$ cat src/assert_macros.svh
// Assertion macros used by the sieve top level
`ifndef ASSERT_MACROS_SVH
`define ASSERT_MACROS_SVH
// Clocked check, disabled while reset is asserted
`define SPS_ASSERT(lbl, prop) \
	lbl: assert property (@(posedge clk) disable iff (!arst_n) (prop)) \
		else $error("sieve assertion failed");
// Implication form of the clocked check
`define SPS_ASSERT_IMP(lbl, ante, cons) \
	`SPS_ASSERT(lbl, (ante) |-> (cons))
`endif

$ cat src/sps_pkg.sv
// Shared types and constants of the segmented prime sieve
package sps_pkg;
	localparam int VALUE_BITS  = 20;
	localparam int WIN         = 64;
	localparam int WIN_IDX     = 6;
	localparam int D_BITS      = 10;
	localparam int MAX_RESULTS = 18;
	localparam int CNT_BITS    = 5;

	localparam logic [1:0] ST_OK    = 2'd0;
	localparam logic [1:0] ST_NONE  = 2'd1;
	localparam logic [1:0] ST_EMPTY = 2'd2;
	localparam logic [1:0] ST_WIDE  = 2'd3;

	// Token handed from cell to cell: current divisor, distance to next multiple, value
	typedef struct packed {
		logic                  valid;
		logic [D_BITS-1:0]     d;
		logic [D_BITS-1:0]     k;
		logic [VALUE_BITS-1:0] v;
	} token_t;

	// Index of the lowest set bit
	function automatic logic [WIN_IDX-1:0] lowest_set(input logic [WIN-1:0] vec);
		logic [WIN_IDX-1:0] idx;
		idx = '0;
		for (int i = WIN - 1; i >= 0; i--) begin
			if (vec[i]) idx = WIN_IDX'(i);
		end
		return idx;
	endfunction
endpackage

$ cat src/sps_mod_unit.sv
// Restoring remainder unit: low bound modulo divisor, one bit a cycle
module sps_mod_unit (
	input  logic                           clk,
	input  logic                           start,
	input  logic [sps_pkg::VALUE_BITS-1:0] dividend,
	input  logic [sps_pkg::D_BITS-1:0]     divisor,
	output logic [sps_pkg::D_BITS-1:0]     rem
);
	logic [sps_pkg::D_BITS-1:0]     rem_q;
	logic [sps_pkg::VALUE_BITS-1:0] sh_q;
	logic [sps_pkg::D_BITS:0]       trial;

	assign trial = {rem_q, sh_q[sps_pkg::VALUE_BITS-1]};

	always_ff @(posedge clk) begin
		if (start) begin
			rem_q <= '0;
			sh_q  <= dividend;
		end else begin
			sh_q <= {sh_q[sps_pkg::VALUE_BITS-2:0], 1'b0};
			if (trial >= {1'b0, divisor})
				rem_q <= sps_pkg::D_BITS'(trial - {1'b0, divisor});
			else
				rem_q <= trial[sps_pkg::D_BITS-1:0];
		end
	end

	assign rem = rem_q;
endmodule

$ cat config.mk
export PLATFORM = sky130hd
export DESIGN_NAME = sps_mod_unit
export DESIGN_NICKNAME = d
export VERILOG_FILES = /design/src/assert_macros.svh /design/src/sps_pkg.sv /design/src/sps_mod_unit.sv
export SDC_FILE = /design/constraint.sdc
export NUM_CORES = 1
export LEC_CHECK = 0
export BUFFER_PORTS_ARGS = -buffer_cell sky130_fd_sc_hd__buf_2
export CELL_PAD_IN_SITES_DETAIL_PLACEMENT = 1
export CELL_PAD_IN_SITES_GLOBAL_PLACEMENT = 2
export CORE_UTILIZATION = 29
export CTS_BUF_LIST = sky130_fd_sc_hd__clkbuf_2 sky130_fd_sc_hd__clkbuf_4 sky130_fd_sc_hd__clkbuf_8
export CTS_CLUSTER_DIAMETER = 100
export CTS_CLUSTER_SIZE = 8
export DETAILED_ROUTE_END_ITERATION = 7
export PLACE_DENSITY_LB_ADDON = 0.1
export RECOVER_POWER = 100
export REMOVE_ABC_BUFFERS = 1
export SYNTH_ARGS = -nofsm -noshare
export SYNTH_HDL_FRONTEND = slang
export SYNTH_SLANG_ARGS = --single-unit
$ cat constraint.sdc
create_clock -name clk -period 1.9 [get_ports clk]
set_input_delay 0.095 -clock clk [delete_from_list [all_inputs] [get_ports clk]]
set_output_delay 0.095 -clock clk [all_outputs]
set_load 0.005 [all_outputs]
==> impl_metrics.env <==
export IMPL_clk_pin_slew_ps=70
export IMPL_stdcell_area_um2=2360
export IMPL_p_seq_frac=0.438
export IMPL_ys_seq_area_frac=0.385
export IMPL_grt_pass1_wl_mm=6.65
export IMPL_rows=26
export IMPL_slowest_stage="fa_2"
export IMPL_multiInputGateArea_um2=1040
export IMPL_relSlewSlack=0.665
export IMPL_crit_family="adder cells"
export IMPL_diodes=0
export IMPL_clkPwrFrac=0.311
export IMPL_final_nets=280
export IMPL_worst_slew_pin_transition_ps=499
export IMPL_rsz0062_at_grt="true"
export IMPL_p_int_mw=1.16
export IMPL_drc=0
export IMPL_pre_cts_slack_ps=-212
export IMPL_grt_max_degree=18
export IMPL_max_freq_mhz=500
export IMPL_antenna_found_initial=0
export IMPL_setup_ws_ps=-102
export IMPL_final_common_cell="buf_2"
export IMPL_drv_cap=0
export IMPL_seq_area_um2=604
export IMPL_leakagePower_nw=1.09
export IMPL_ys_types=39
export IMPL_mostFrequentLayoutCells="41 x buf_2, 33 x buf_4, 29 x dfxtp_1"
export IMPL_drtIter0Drc=37
export IMPL_synth_area_leader_cell="dfxtp_1"
export IMPL_chipWidth_um=75.4
export IMPL_required_ps=2060
export IMPL_hpwlAfterDp_mm=3.02
export IMPL_core_area_um2=5140
export IMPL_critPathLaunchType="register"
export IMPL_holdWs_ps=15.6
export IMPL_start_util=0.304
export IMPL_skew_ps=1.57
export IMPL_drive_above_1_share=0.544
export IMPL_dpl_instance_area_um2=2030
export IMPL_cpMostUsedCell="inv_2"
export IMPL_syn_cell_area_um2=1560
export IMPL_cp_cell_sequence="inv_2, ha_4, inv_2, fa_2, a211oi_4, buf_4, nor2_2, mux2_2, o21ai_1, mux2i_1"
export IMPL_power_density_nw_per_um2=678
export IMPL_violations="negative setup slack"
export IMPL_slew_violations=0
export IMPL_dr_pass1_iters=4
export IMPL_critPathCaptureType="register"
export IMPL_yosys_top_cells_area="dfxtp_1 38%, mux2_2 14%, ha_1 8.0%"
export IMPL_gp_congestion=0.770
export IMPL_grt_pass1_vias=1473
export IMPL_cts_tree="yes"
export IMPL_root_buffer="clkbuf_8"
export IMPL_wirelength_mm=4.20
export IMPL_numCtsBuffers=5
export IMPL_crit_fanout=2
export IMPL_ant_nets=0
export IMPL_crit_buf_inv=3
export IMPL_overflow=0
export IMPL_io_pins=42
export IMPL_finalSetupViolations=3
export IMPL_hold_viol_final=0
export IMPL_cp_arrival_ps=2160
export IMPL_switchingPower_mw=0.437
export IMPL_h_tree_depth=2
export IMPL_ctsHoldBuffers=0
export IMPL_hp_class="in2reg"
export IMPL_yosysWarnings=0
export IMPL_clock_sinks=30
export IMPL_worst_setup_path_type="reg2reg"
export IMPL_port_buffers=41
export IMPL_num_vias=1423
export IMPL_viasPerCell=4.64
export IMPL_die_area_um2=5680
export IMPL_num_fill_cells=613
export IMPL_clkLatencyLatePin_ps=280
export IMPL_finalCritPeriodShare=1.05
export IMPL_ir_drop_v=0.000320
export IMPL_fin_crit_ps=2000
export IMPL_grtUsageTotal=0.159
export IMPL_wl_per_cell_um=13.7
export IMPL_swShare=0.273
export IMPL_synthToLayoutAreaGrowth_pct=51.2
export IMPL_synth_top_cell_area_share=0.385
export IMPL_status="finished, violations left"
export IMPL_clock_path_buffers=2
export IMPL_die_h_um=75.4
export IMPL_slowest_delay_ps=380
export IMPL_avgSynthCellArea_um2=9.94
export IMPL_power_frac_comb=0.251
export IMPL_syn_inst=157
export IMPL_yosys_register_bits=30
==> cells in the mapped netlist <==
cell and number:
nor4_1 1, inv_1 13, clkinv_1 1, o31a_1 2
and2b_1 1, fa_1 1, and3_1 2, mux2_4 2
a211oi_1 4, ha_1 10, a31o_2 1, mux2i_1 6
nand4_1 1, o211a_1 1, mux2_1 1, a31oi_2 1
a31oi_1 1, nor2_1 10, and2_1 1, nor2b_1 4
nand2_1 10, nor3_1 5, a31o_1 1, nor3b_1 1
o21ai_0 6, mux2_2 20, dfxtp_1 30, a22oi_1 1
or3b_2 1, o21a_1 2, a21o_1 2, xor2_1 1
o211ai_1 2, buf_6 1, o31ai_2 1, a221o_1 1
clkbuf_1 3, nand3_1 1, a21oi_1 4
==> worst reg2reg max path, cell delays in order, from the launching register on <==
cell,delay [ps]
dfxtp_1,310
inv_2,70
ha_4,130
inv_2,40
fa_2,380
a211oi_4,250
buf_4,150
nor2_2,40
mux2_2,280
o21ai_1,130
mux2i_1,100
==> cell families (layout without fill, tap and decap cells) <==
family,after synthesis,in the layout,synth area share
compound gates,30,30,0.140
xor+xnor,1,1,0.00561
fa+ha+maj,11,11,0.0930
buf+inv,18,98,0.0481
flops,30,30,0.385
mux,29,29,0.209
simple gates,38,38,0.119
==> stage by stage <==
stage          instances  power, mW   util  setup TNS, ps
2_1_floorplan        153      0.880      -           -304
3_3_place_gp         291       1.01  0.396           -364
3_5_place_dp         291       1.02  0.396           -617
4_1_cts              301       1.57  0.434          -93.6
5_1_grt              307       1.70  0.459           -650
6_report             307       1.60  0.459           -233
==> worst paths after layout <==
kind	start	end	slack, ps	cells past startpoint
setup / recovery	sh_q[19]	rem[6]	-100	10
hold / removal	dividend[0]	sh_q[0]	20	2
setup reg to reg	sh_q[19]	rem[6]	-100	10
hold reg to reg	sh_q[15]	sh_q[16]	460	1
==> timing repair <==
item / CTS / global route
pin swaps: 8 / 10
setup buffers: 3 / 6
gates resized for setup: 19 / 12
endpoints found under the setup margin: 9 / 9
==> routing by layer <==
layer  up-vias  global-route usage  wire length [um]
li1        716                   -                 -
met1       668               0.182              1760
met2        31               0.272              2140
met3         8              0.0529               211
met4         0              0.0700                90
met5         -                   0                 0
==> final cells by class <==
class	count	area share
timing repair buffer	77	0.206
clock buffer	5	0.0292
clock inverter	2	0.00636
tap	70	0.0371
inverter	14	0.0223
sequential	30	0.256
multi-input combinational	109	0.443
==> registers in the layout, indices dropped and copies added, names as in the netlist <==
| signal | count |
|---|---|
| sh_q | 20 |
| rem | 10 |
==> power groups by stage <==
stage	Sequential (mW)	Combinational (mW)	Clock [mW]
after global routing	0.705	0.442	0.553
final	0.701	0.401	0.498
after global placement	0.709	0.304	0
after detailed placement	0.711	0.312	0
after CTS	0.700	0.354	0.520
after floorplan	0.708	0.172	0
(Power assumes the default switching activity.)
