==> src/assert_macros.svh <==
// Assertion macros used by the sieve top level
`ifndef ASSERT_MACROS_SVH
`define ASSERT_MACROS_SVH
// Clocked check, disabled while reset is asserted
`define SPS_ASSERT(lbl, prop) \
	lbl: assert property (@(posedge clk) disable iff (!arst_n) (prop)) \
		else $error("sieve assertion failed");
// Implication form of the clocked check
`define SPS_ASSERT_IMP(lbl, ante, cons) \
	`SPS_ASSERT(lbl, (ante) |-> (cons))
`endif

==> src/sps_pkg.sv <==
// Shared types and constants of the segmented prime sieve
package sps_pkg;
	localparam int VALUE_BITS  = 20;
	localparam int WIN         = 64;
	localparam int WIN_IDX     = 6;
	localparam int D_BITS      = 10;
	localparam int MAX_RESULTS = 18;
	localparam int CNT_BITS    = 5;

	localparam logic [1:0] ST_OK    = 2'd0;
	localparam logic [1:0] ST_NONE  = 2'd1;
	localparam logic [1:0] ST_EMPTY = 2'd2;
	localparam logic [1:0] ST_WIDE  = 2'd3;

	// Token handed from cell to cell: current divisor, distance to next multiple, value
	typedef struct packed {
		logic                  valid;
		logic [D_BITS-1:0]     d;
		logic [D_BITS-1:0]     k;
		logic [VALUE_BITS-1:0] v;
	} token_t;

	// Index of the lowest set bit
	function automatic logic [WIN_IDX-1:0] lowest_set(input logic [WIN-1:0] vec);
		logic [WIN_IDX-1:0] idx;
		idx = '0;
		for (int i = WIN - 1; i >= 0; i--) begin
			if (vec[i]) idx = WIN_IDX'(i);
		end
		return idx;
	endfunction
endpackage

==> src/sps_cell.sv <==
// One window cell: holds one mark bit and passes the divisor token on
module sps_cell (
	input  logic            clk,
	input  logic            arst_n,
	input  logic            init,
	input  sps_pkg::token_t tok_in,
	output sps_pkg::token_t tok_out,
	output logic            mark
);
	logic mark_q;
	logic hit;
	logic valid_q;
	logic [sps_pkg::D_BITS-1:0]     d_q;
	logic [sps_pkg::D_BITS-1:0]     k_q;
	logic [sps_pkg::VALUE_BITS-1:0] v_q;

	// A multiple of d other than d itself is composite
	assign hit = tok_in.valid && (tok_in.k == '0) &&
		(tok_in.v != sps_pkg::VALUE_BITS'(tok_in.d));

	always_ff @(posedge clk) begin
		if (init) mark_q <= 1'b1;
		else if (hit) mark_q <= 1'b0;
	end

	// Hand the token to the next cell
	always_ff @(posedge clk or negedge arst_n) begin
		if (!arst_n) begin
			valid_q <= 1'b0;
		end else begin
			valid_q <= tok_in.valid;
		end
	end
	always_ff @(posedge clk) begin
		d_q <= tok_in.d;
		k_q <= (tok_in.k == '0) ? tok_in.d - 1'b1 : tok_in.k - 1'b1;
		v_q <= tok_in.v + 1'b1;
	end

	assign tok_out = '{valid: valid_q, d: d_q, k: k_q, v: v_q};
	assign mark    = mark_q;
endmodule

==> config.mk <==
export PLATFORM = sky130hd
export DESIGN_NAME = sps_cell
export DESIGN_NICKNAME = d
export VERILOG_FILES = /design/src/assert_macros.svh /design/src/sps_pkg.sv /design/src/sps_cell.sv
export SDC_FILE = /design/constraint.sdc
export NUM_CORES = 1
export LEC_CHECK = 0
export BUFFER_PORTS_ARGS = -buffer_cell sky130_fd_sc_hd__buf_2
export CAP_MARGIN = 25
export CORE_MARGIN = 2
export CORE_UTILIZATION = 45
export CTS_CLUSTER_DIAMETER = 200
export DETAILED_ROUTE_END_ITERATION = 8
export HOLD_SLACK_MARGIN = 0.03
export PLACE_DENSITY_LB_ADDON = 0.3
export REMOVE_ABC_BUFFERS = 1
export SLEW_MARGIN = 20
export SYNTH_ARGS = -nofsm -noshare
export SYNTH_HDL_FRONTEND = slang
export SYNTH_SLANG_ARGS = --single-unit
==> constraint.sdc <==
create_clock -name clk -period 0.8 [get_ports clk]
set_input_delay 0.04 -clock clk [delete_from_list [all_inputs] [get_ports clk]]
set_output_delay 0.04 -clock clk [all_outputs]
set_load 0.03 [all_outputs]
==> results.yml, run 1 <==
run_status:
  outcome: "complete, but fails checks"
  violations: "negative hold slack, negative setup slack"
timing:
  layout_min_cycle_time_ns: 1.68
  worst_pin_slew_ns: 0.445
  finClkSkew_ns: 0
  hold_viol_final: 1
  fmax_mhz: 595
  slew_violations: 0
  setup_slack_ns: -0.881
  post-route-period-util_pct: 210
  rsz0062_at_grt: "true"
  whs_ns: -0.0492
  slew-limit-headroom_pct: 70.2
  setup_viol: 44
logic_synthesis:
  synth_top_area_share_pct: 48.2
  avgSynthCellArea_um2: 9.90
  ys.flop_type: "dfxtp_1"
  synthMostInstantiatedCell: "dfxtp_1"
  synthMuxAreaShare_pct: 1.18
  synthXorXnorAreaFrac_pct: 15.4
  ys_async_sr_fraction_pct: 2.38
  synth_cells: 172
  synth_compound_area_share_pct: 10.7
  yosys-top-cells-area: "dfxtp_1, xnor2_1, xor2_1"
  yosys.area.top_type: "dfxtp_1"
  yosysWarningCount: 0
  synthSimpleGateAreaFrac_pct: 20.0
  syn-cell-area_um2: 1700
  seq_area_frac_synth_pct: 49.7
  ys_seq_elements: 42
  synth_adder_area_share_pct: 1.47
  ys_top_cells_by_count: "dfxtp_1, xnor2_1, nand2_1, nand3_1, nor2_1"
  synth_top_family_by_area: "simple AND/OR/NAND/NOR gates"
  synth-edff-count: 0
  ys_types: 37
finish:
  fin_nets: 382
  drive_gt1_share_pct: 65.6
  final_cell_area_um2: 3420
  final_core_util_pct: 93.3
  n_antenna_cell: 0
  syn_to_final_growth_pct: 101
floorplan:
  ios: 86
  fp.dieH_um: 65.5
  num_rows: 22
  dieArea_um2: 4290
  start_util_pct: 46.5
  die_x_um: 65.5
  core_area_um2: 3660
global_route:
  grt_first_pass_wirelength_um: 10200
  grt-ovfl-total: 0
  grt_max_degree: 17
  grt.total_usage_pct: 32.1
  antenna_found_initial: 0
  grt_pass1_vias: 2132
drt:
  vias_per_cell: 6.09
  drtPass1Iterations: 7
  ant_nets: 0
  wl_per_cell_um: 24.2
  wl_um: 9300
  drc: 0
  vias: 2344
  drt_iter0_markers: 264
worst_setup_path:
  cp-start-kind: "primary input"
  cp_max_fo: 4
  arrival_ns: 1.88
  slowest_stage: "or4_4"
  endpoint_kind: "register"
  critPathBufInv: 2
  crit_type: "in2reg"
  cp.required_ns: 1.00
  critPathTopFamily: "simple AND/OR/NAND/NOR gates"
  critical_path.cell_chain: "buf_2 > or4_4 > nor3_4 > a21oi_2 > ha_2 > nand2_4 > buf_4 > a2111oi_2 > o31ai_1 > nor2_1"
  max_stage_delay_ns: 0.54
cts:
  clock-sinks: 42
  numCtsBuffers: 5
  clockRootBuffer: "clkbuf_8"
  insertion_delay_ns: 0.30
  htreeDepth: 2
  cts_tree: "built"
  cts.clk_slew.worst_paths_ns: 0.09
  clockBufferDepth: 2
placed_design:
  preCtsSetupSlack_ns: -1.21
  gp_congestion: 0.810
  numPortBuffers: 85
  dp_hpwl_um: 3680
  postPlaceCellArea_um2: 2570
run:
  maxCapViolations: 0
min_path:
  holdCritPathClass: "in2reg"
pwr:
  p_leak_nw: 1.49
  pwr_density_cell_nw_per_um2: 1510
  ir_worst_vdd_v: 0.00143
## path summary, 6_finish.rpt
check | cells past startpoint | endpoint | slack [ns] | startpoint
max | 10 | k_q[8] | -0.88 | tok_in[20]
min | 2 | k_q[0] | -0.05 | tok_in[30]
max reg2reg | 2 | mark | 0.02 | mark
min reg2reg | 2 | mark | 0.63 | mark
max in group asynchronous | 2 | valid_q | 0.64 | arst_n
min in group asynchronous | 2 | valid_q | 0.07 | arst_n
## per-layer routing
| metal | share of wire [%] | vias up | GRT usage (%) |
|---|---|---|---|
| li1 | - | 949 | - |
| met1 | 32 | 1089 | 35.2 |
| met2 | 49 | 223 | 57.5 |
| met3 | 9.3 | 83 | 6.68 |
| met4 | 9.5 | 0 | 17.2 |
| met5 | 0 | - | 0 |
## stage by stage
| step | hold slack, ns | std cells | setup TNS (ns) | power (W) |
|---|---|---|---|---|
| 6_report | -0.0492 | 385 | -7.60 | 0.00515 |
| 3_3_place_gp | -0.185 | 356 | -12.23 | 0.00328 |
| 4_1_cts | -0.0657 | 379 | -5.43 | 0.00481 |
| 2_1_floorplan | -0.256 | 170 | -10.67 | 0.00275 |
| 3_5_place_dp | -0.184 | 356 | -12.99 | 0.00329 |
| 5_1_grt | -0.0518 | 385 | -8.87 | 0.00529 |
## timing repair
| action | in CTS | in global routing |
|---|---|---|
| setup endpoints to repair | 61 | 61 |
| endpoints found under the hold margin | 13 | 2 |
| buffers inserted | 3 | 6 |
| pin swaps | 15 | 6 |
| resized for setup | 103 | 73 |
| cloned | 0 | 0 |
| hold buffers | 12 | 1 |
## flip-flops by register name (all words and copies together) (netlist names)
name / flops
d_q: 10
k_q: 10
mark: 1
v_q: 20
valid_q: 1
## worst reg2reg max path, cell delays in order (launching register included)
cell     delay (ns)
dfxtp_2        0.35
buf_4          0.13
o22a_1         0.20
## logic make-up (layout without fill, tap and decap cells)
family / after synthesis / count (layout)
AND/OR/NAND/NOR: 64 / 64
buffers and inverters: 6 / 171
XOR/XNOR: 30 / 30
adder cells (fa/ha/maj): 2 / 2
AO/OA/AOI/OAI: 26 / 26
multiplexers: 2 / 2
flip-flops: 42 / 42
## final cells by class
class                   count  area [um^2]
clock inverters             1         7.51
multi-input cells         124         1040
well taps                  48         60.1
repair buffers            159         1320
clock buffers               7         76.3
inverters                   4         15.0
flip-flops and latches     42          890
fillers                   120          245
## report_power, final
group	switching [W]	internal, W	total [W]
Clock	0.000784	0.000620	0.00140
Sequential	0.0000778	0.00224	0.00232
Combinational	0.000759	0.000667	0.00143
## cell usage in the layout, fill, tap and decap left out, types with 2 or more instances in the layout
cell type	count
buf_4	62
buf_6	47
dfxtp_2	35
buf_2	35
xnor2_1	20
dlygate4sd3_1	13
nand2_1	10
nor2_1	9
xor2_1	8
nand3_1	7
dfxtp_1	6
nor3_1	5
clkbuf_8	5
nand4_1	4
inv_1	3
and3_4	3
nand3_4	3
a31oi_1	3
o31ai_1	3
a21oi_1	3
nor3_2	2
xnor2_2	2
nand3_2	2
or3_4	2
or4_4	2
a21oi_2	2
a2111oi_2	2
mux2i_1	2
o21ai_0	2
a21o_1	2
a2111oi_4	2
nor4_1	2
clkbuf_1	2
(Power assumes the default switching activity.)
==> run 2: changes to the inputs <==
- ABC_AREA: not set -> 1
- CORE_UTILIZATION: 45 -> 46
- CTS_CLUSTER_DIAMETER: 200 -> 60
==> run 2 against run 1 <==
The run now fails in global routing (5_1_grt). Synthesized cell count grew 28%. Synthesized area up 6.0%.
==> results.yml, run 2 <==
run_status:
  outcome: "stopped before the end"
  lastStage: "global routing (5_1_grt)"
  stop_error: "[ERROR DPL-0038] Utilization greater than 100%, impossible to legalize"
logic_synthesis:
  seq_area_frac_synth_pct: 46.8
  ys.flop_type: "dfxtp_1"
  synth_cells: 220
  ys_async_sr_fraction_pct: 2.38
  synth_top_area_share_pct: 45.5
  ys_top_cells_by_count: "nand2_1, dfxtp_1, inv_1"
  ys_seq_elements: 42
  synth-edff-count: 0
  synthMostInstantiatedCell: "nand2_1"
  yosys.area.top_type: "dfxtp_1"
  ys_types: 26
  avgSynthCellArea_um2: 8.21
  yosysWarningCount: 0
  syn-cell-area_um2: 1810
  yosys-top-cells-area: "dfxtp_1, nand2_1, xor2_1"
placed_design:
  postPlaceCellArea_um2: 2680
  numPortBuffers: 85
  gp_congestion: 0.867
  dp_hpwl_um: 3780
  place_inst: 405
cts:
  numCtsBuffers: 5
  clock-sinks: 42
  clockBufferDepth: 2
  htreeDepth: 2
  clockRootBuffer: "clkbuf_8"
floorplan:
  num_rows: 22
  die_x_um: 66.7
  fp.dieH_um: 66.7
  start_util_pct: 48.6
  ios: 86
timing:
  worst_endpoint: "k_q[7]$_DFF_P_/D"
  endpoint_type: "register input"
global_route:
  grt_max_degree: 14
run 2: cell count changes after synthesis, moves of 4 or more:
| cell | before | now |
|---|---|---|
| nor2_1 | 11 | 23 |
| xnor2_1 | 22 | 8 |
| nand2_2 | 0 | 4 |
| nor2_4 | 0 | 4 |
| xor2_1 | 8 | 16 |
| nand2_1 | 12 | 51 |
| inv_1 | 4 | 32 |
run 2: metrics by stage:
stage	utilization [%]	setup slack (ns)
4_1_cts	95.2	-0.185
3_5_place_dp	72.2	-0.631
3_3_place_gp	72.2	-0.587
2_1_floorplan	-	-0.486
run 2: logic make-up after synthesis:
group | count (synthesis) | share of synthesized area [%]
flops | 42 | 46.8
buf+inv | 33 | 7.07
xor+xnor | 25 | 12.5
simple gates | 104 | 27.6
compound gates | 14 | 4.57
fa+ha+maj | 2 | 1.39
run 2: timing repair:
action,in CTS
cloned,0
setup buffers,8
hold endpoints to repair,18
hold buffers,19
pin swaps,24
setup endpoints to repair,59
resized for setup,153
==> run 3: changes to the inputs <==
- CORE_UTILIZATION: 46 -> 35
- CTS_CLUSTER_DIAMETER: 60 -> not set
- HOLD_SLACK_MARGIN: 0.03 -> not set
- PLACE_DENSITY_LB_ADDON: 0.3 -> 0.15
==> run 3 against run 2 <==
The flow now finishes, with violations (negative setup slack). Synthesized area unchanged. Synthesized cell count unchanged.
==> results.yml, run 3 <==
drt:
  wl_um: 5340
  drtPass1Iterations: 4
  drc: 0
  ant_nets: 0
  drt_iter0_markers: 62
  vias: 1943
  wl_per_cell_um: 11.7
  vias_per_cell: 4.24
worst_setup_path:
  max_stage_delay_ns: 0.16
  endpoint_kind: "register"
  cp_max_fo: 4
  critical_path.cell_chain: "buf_8 > nor2_4 > nand3_2 > nor2_4 > buf_4 > nand2_1 > nand2_1 > inv_1 > nand2_1 > inv_1 > nand3_1 > nand2_1"
  reg2reg_slack_ns: 0.26
  cp-start-kind: "primary input"
  slowest_stage: "buf_4"
  critPathBufInv: 4
  reg2reg_depth: 2
  crit_type: "in2reg"
  regToRegEndpoint: "mark"
  rr_startpoint: "mark"
  arrival_ns: 1.21
  critPathTopFamily: "simple AND/OR/NAND/NOR gates"
  cp.required_ns: 0.99
  critPathMostFrequentCell: "nand2_1"
timing:
  finClkSkew_ns: 0
  slew_violations: 0
  whs_ns: 0.0223
  rsz0062_at_grt: "true"
  slew-limit-headroom_pct: 82.7
  fmax_mhz: 978
  finalSetupTns_ns: -1.61
  setup_slack_ns: -0.222
  worst_pin_slew_ns: 0.257
  post-route-period-util_pct: 128
  setup_viol: 12
  layout_min_cycle_time_ns: 1.02
  hold_viol_final: 0
cts:
  cts_tree: "built"
  clock-sinks: 42
  clockRootBuffer: "clkbuf_8"
  htreeDepth: 2
  insertion_delay_ns: 0.29
  numCtsBuffers: 5
  clockBufferDepth: 2
  cts.clk_slew.worst_paths_ns: 0.08
min_path:
  hold_depth: 2
  min_to: "v_q[10]"
  holdCritPathClass: "in2reg"
  hp-start: "tok_in[10]"
pwr:
  p_clk_share_pct: 27.4
  ir_worst_vdd_v: 0.000806
  p_sw_share_pct: 28.3
  pwr_density_cell_nw_per_um2: 1420
  pwr-share-comb_pct: 27.3
  cellInternalPower_w: 0.00365
  p_sw_w: 0.00144
  p_leak_nw: 1.74
  power_frac_seq_pct: 45.3
logic_synthesis:
  ys_seq_elements: 42
  seq_area_frac_synth_pct: 46.8
  synth_cells: 220
  synth_top_area_share_pct: 45.5
  synth-edff-count: 0
  ys_async_sr_fraction_pct: 2.38
  avgSynthCellArea_um2: 8.21
  syn-cell-area_um2: 1810
  ys_types: 26
  yosys-top-cells-area: "dfxtp_1, nand2_1, xor2_1"
  ys_top_cells_by_count: "nand2_1, dfxtp_1, inv_1"
  yosys.area.top_type: "dfxtp_1"
  yosysWarningCount: 0
  synthMostInstantiatedCell: "nand2_1"
  ys.flop_type: "dfxtp_1"
finish:
  multi_input_area_um2: 993
  fin_nets: 433
  drive_gt1_share_pct: 60.3
  layout_commonest_cell: "buf_4"
  n_antenna_cell: 0
  final_cell_area_um2: 3580
  top_regs: "v_q x20, d_q x10, k_q x10"
  final_cell_mix: "buf_4, buf_6, nand2_1, dfxtp_2, buf_2"
  top_register: "v_q"
  stdcell_count: 458
  largest_register_ffs: 20
  fill_cells: 383
  syn_to_final_growth_pct: 98.3
  seqCellArea_um2: 893
global_route:
  grt_max_degree: 13
  use_met3_pct: 4.23
  grt_pass1_vias: 1891
  grt_first_pass_wirelength_um: 8110
  grt.total_usage_pct: 18.8
  antenna_found_initial: 0
  grtUsageMet2_pct: 31.9
  grt_util_met1_pct: 23.4
  busiest_layer: "met2"
  grt-ovfl-total: 0
floorplan:
  dieArea_um2: 5750
  num_rows: 26
  start_util_pct: 35.8
  ios: 86
  die_x_um: 75.8
  core_area_um2: 5040
  fp.dieH_um: 75.8
placed_design:
  postPlaceCellArea_um2: 2720
  gp_congestion: 0.837
  place_inst: 429
  preCtsSetupSlack_ns: -0.645
  numPortBuffers: 85
  dp_hpwl_um: 3690
run_status:
  outcome: "complete, but fails checks"
  violations: "negative setup slack"
run:
  maxCapViolations: 0
run 3: worst max path at each step:
stage	endpoint	slack, ns	startpoint	cells past startpoint
2_1_floorplan	k_q[8]	-0.49	tok_in[23]	11
3_3_place_gp	k_q[8]	-0.59	tok_in[25]	12
3_5_place_dp	k_q[8]	-0.64	tok_in[25]	12
4_1_cts	k_q[9]	-0.21	tok_in[24]	12
5_1_grt	k_q[7]	-0.31	tok_in[24]	12
6_report	k_q[7]	-0.22	tok_in[24]	12
run 3: area by class of cell:
type | instances | area share (%)
Timing Repair Buffer | 161 | 38.9
Inverter | 32 | 3.42
Clock inverter | 1 | 0.140
Sequential cell | 42 | 24.9
Tap cell | 70 | 2.45
Multi-Input combinational cell | 145 | 27.7
Clock buffer | 7 | 2.41
run 3: logic make-up after synthesis:
logic type	synth area share (%)
AO/OA/AOI/OAI	4.57
buffers and inverters	7.07
flip-flops	46.8
XOR/XNOR	12.5
adder cells (fa/ha/maj)	1.39
AND/OR/NAND/NOR	27.6
run 3: repair_timing:
item / 4_1_cts / 5_1_grt
gates resized for setup: 120 / 67
endpoints found under the setup margin: 58 / 56
pin swaps: 20 / 23
hold endpoints to repair: 17 / 0
hold buffers: 17 / 0
setup buffers: 3 / 1
run 3: power groups by stage:
stage	clock [W]	combinational, W	sequential [W]
floorplan	0	0.000238	0.00257
global placement	0	0.00102	0.00230
detailed placement	0	0.00103	0.00230
CTS	0.00144	0.00131	0.00227
global route	0.00154	0.00149	0.00232
finish	0.00139	0.00139	0.00231
run 3: metal layers:
metal  vias to the layer above  share of wire [%]
met1                       868                 42
li1                       1008                  -
met2                        59                 51
met3                         8                5.3
met4                         0                1.2
met5                         -                  0
run 3: through the flow:
stage,utilization [%],power [W]
CTS,67.2,0.00503
global placement,54.0,0.00332
finish,71.0,0.00509
global route,71.0,0.00535
floorplan,-,0.00281
detailed placement,54.0,0.00332
==> run 4: changes to the inputs <==
- ABC_AREA: 1 -> not set
==> run 4 against run 3 <==
The flow still finishes with violations (negative setup slack). Die area down 5.4%. Clock skew unchanged. Fmax down 33%. Flip-flop and latch count unchanged. Largest cell class unchanged.
==> results.yml, run 4 (synthesis gave the netlist of run 1 again) <==
finish:
  largest_register_ffs: 20
  drive_gt1_share_pct: 68.1
  final_cell_mix: "buf_4, buf_6, dfxtp_2, buf_2, xnor2_1"
  top_regs: "v_q x20, d_q x10, k_q x10"
  fin_nets: 390
  final_core_util_pct: 76.0
  layout_commonest_cell: "buf_4"
  syn_to_final_growth_pct: 109
  n_antenna_cell: 0
  top_register: "v_q"
drt:
  wl_per_cell_um: 15.0
  wl_um: 5990
  vias: 1975
  ant_nets: 0
  vias_per_cell: 4.95
  drt_iter0_markers: 55
  drc: 0
  drtPass1Iterations: 4
timing:
  rsz0062_at_grt: "true"
  finClkSkew_ns: 0
  setup_viol: 13
  setup_slack_ns: -0.736
  hold_viol_final: 0
  layout_min_cycle_time_ns: 1.54
  post-route-period-util_pct: 192
  slew-limit-headroom_pct: 71.5
  whs_ns: 0.0111
  worst_pin_slew_ns: 0.426
  slew_violations: 0
  fmax_mhz: 651
pwr:
  power_frac_seq_pct: 43.5
  cellInternalPower_w: 0.00387
  p_sw_share_pct: 26.9
  ir_worst_vdd_v: 0.000954
  p_clk_share_pct: 30.8
  pwr_density_cell_nw_per_um2: 1490
  p_leak_nw: 1.57
  p_sw_w: 0.00143
  pwr-share-comb_pct: 25.8
worst_setup_path:
  reg2reg_slack_ns: 0.17
  arrival_ns: 1.77
  cp_max_fo: 2
  endpoint_kind: "register"
  crit_type: "in2reg"
  cp-start-kind: "primary input"
  rr_startpoint: "mark"
  regToRegEndpoint: "mark"
  cp.required_ns: 1.03
  reg2reg_depth: 1
floorplan:
  core_area_um2: 4690
  num_rows: 25
  ios: 86
  start_util_pct: 36.3
  die_x_um: 73.8
  fp.dieH_um: 73.8
  dieArea_um2: 5440
min_path:
  hold_depth: 2
  holdCritPathClass: "in2reg"
  hp-start: "tok_in[33]"
  min_to: "d_q[3]"
cts:
  clockRootBuffer: "clkbuf_8"
  htreeDepth: 2
  cts_tree: "built"
  cts.clk_slew.worst_paths_ns: 0.08
  clockBufferDepth: 2
  clock-sinks: 42
  numCtsBuffers: 5
  insertion_delay_ns: 0.29
global_route:
  grt.total_usage_pct: 20.4
  grt_first_pass_wirelength_um: 8460
  grt-ovfl-total: 0
  antenna_found_initial: 0
  grt_max_degree: 13
  grt_pass1_vias: 1942
run_status:
  violations: "negative setup slack"
  outcome: "complete, but fails checks"
placed_design:
  numPortBuffers: 85
  dp_hpwl_um: 3720
  gp_congestion: 0.837
run:
  maxCapViolations: 0
## run 4: layout make-up
class                           instances  area [um^2]
Clock buffer                            7         76.3
Clock inverter                          1         30.0
Fill cell                             310         1130
Inverter                                4         15.0
Multi-Input combinational cell        124         1060
Sequential cell                        42          892
Tap cell                               54         67.6
Timing Repair Buffer                  167         1420
## run 4: power by group through the flow
stage,combinational (W),sequential [W],clock [W]
floorplan,0.000179,0.00257,0
global placement,0.000999,0.00230,0
detailed placement,0.00101,0.00230,0
CTS,0.00125,0.00230,0.00168
global route,0.00145,0.00232,0.00172
finish,0.00137,0.00230,0.00163
## run 4: worst max-delay path by stage
stage          depth (start not counted)  endpoint  slack (ns)       start
2_1_floorplan                          8    k_q[4]       -1.45  tok_in[21]
3_3_place_gp                           9    k_q[4]       -1.18  tok_in[21]
3_5_place_dp                           9    k_q[4]       -1.28  tok_in[21]
4_1_cts                                9    k_q[4]       -0.73  tok_in[22]
5_1_grt                                9    k_q[8]       -0.82  tok_in[22]
6_report                               7    k_q[7]       -0.74  tok_in[22]
## run 4: what timing repair did
item                                    CTS  global route
endpoints found under the setup margin   62            59
hold buffers                             10             0
pin swaps                                14            17
hold endpoints to repair                 11             0
setup buffers                             4            11
resized for setup                       139            51
## run 4: worst max-delay path, stage by stage
cell     delay (ns)
buf_6          0.09
or4_4          0.55
buf_6          0.14
or2_4          0.23
or3_4          0.37
a311o_1        0.27
nand3_1        0.08
## run 4: metrics by stage
stage / area (um^2) / setup WS, ns / power, W / TNS (ns) / std cells
global placement: 2630 / -1.18 / 0.00330 / -12.94 / 368
finish: 3560 / -0.736 / 0.00530 / -5.76 / 399
global route: 3560 / -0.818 / 0.00548 / -6.82 / 399
CTS: 3270 / -0.733 / 0.00522 / -5.46 / 389
floorplan: 1690 / -1.45 / 0.00275 / -10.67 / 170
detailed placement: 2630 / -1.28 / 0.00330 / -13.54 / 368
## run 4: routing by layer
| metal | up-vias | GRT usage [%] | share of wire [%] |
|---|---|---|---|
| li1 | 960 | - | - |
| met4 | 0 | 8.08 | 3.2 |
| met1 | 928 | 21.8 | 37 |
| met2 | 68 | 38.5 | 56 |
| met5 | - | 0 | 0 |
| met3 | 19 | 4.39 | 4.2 |
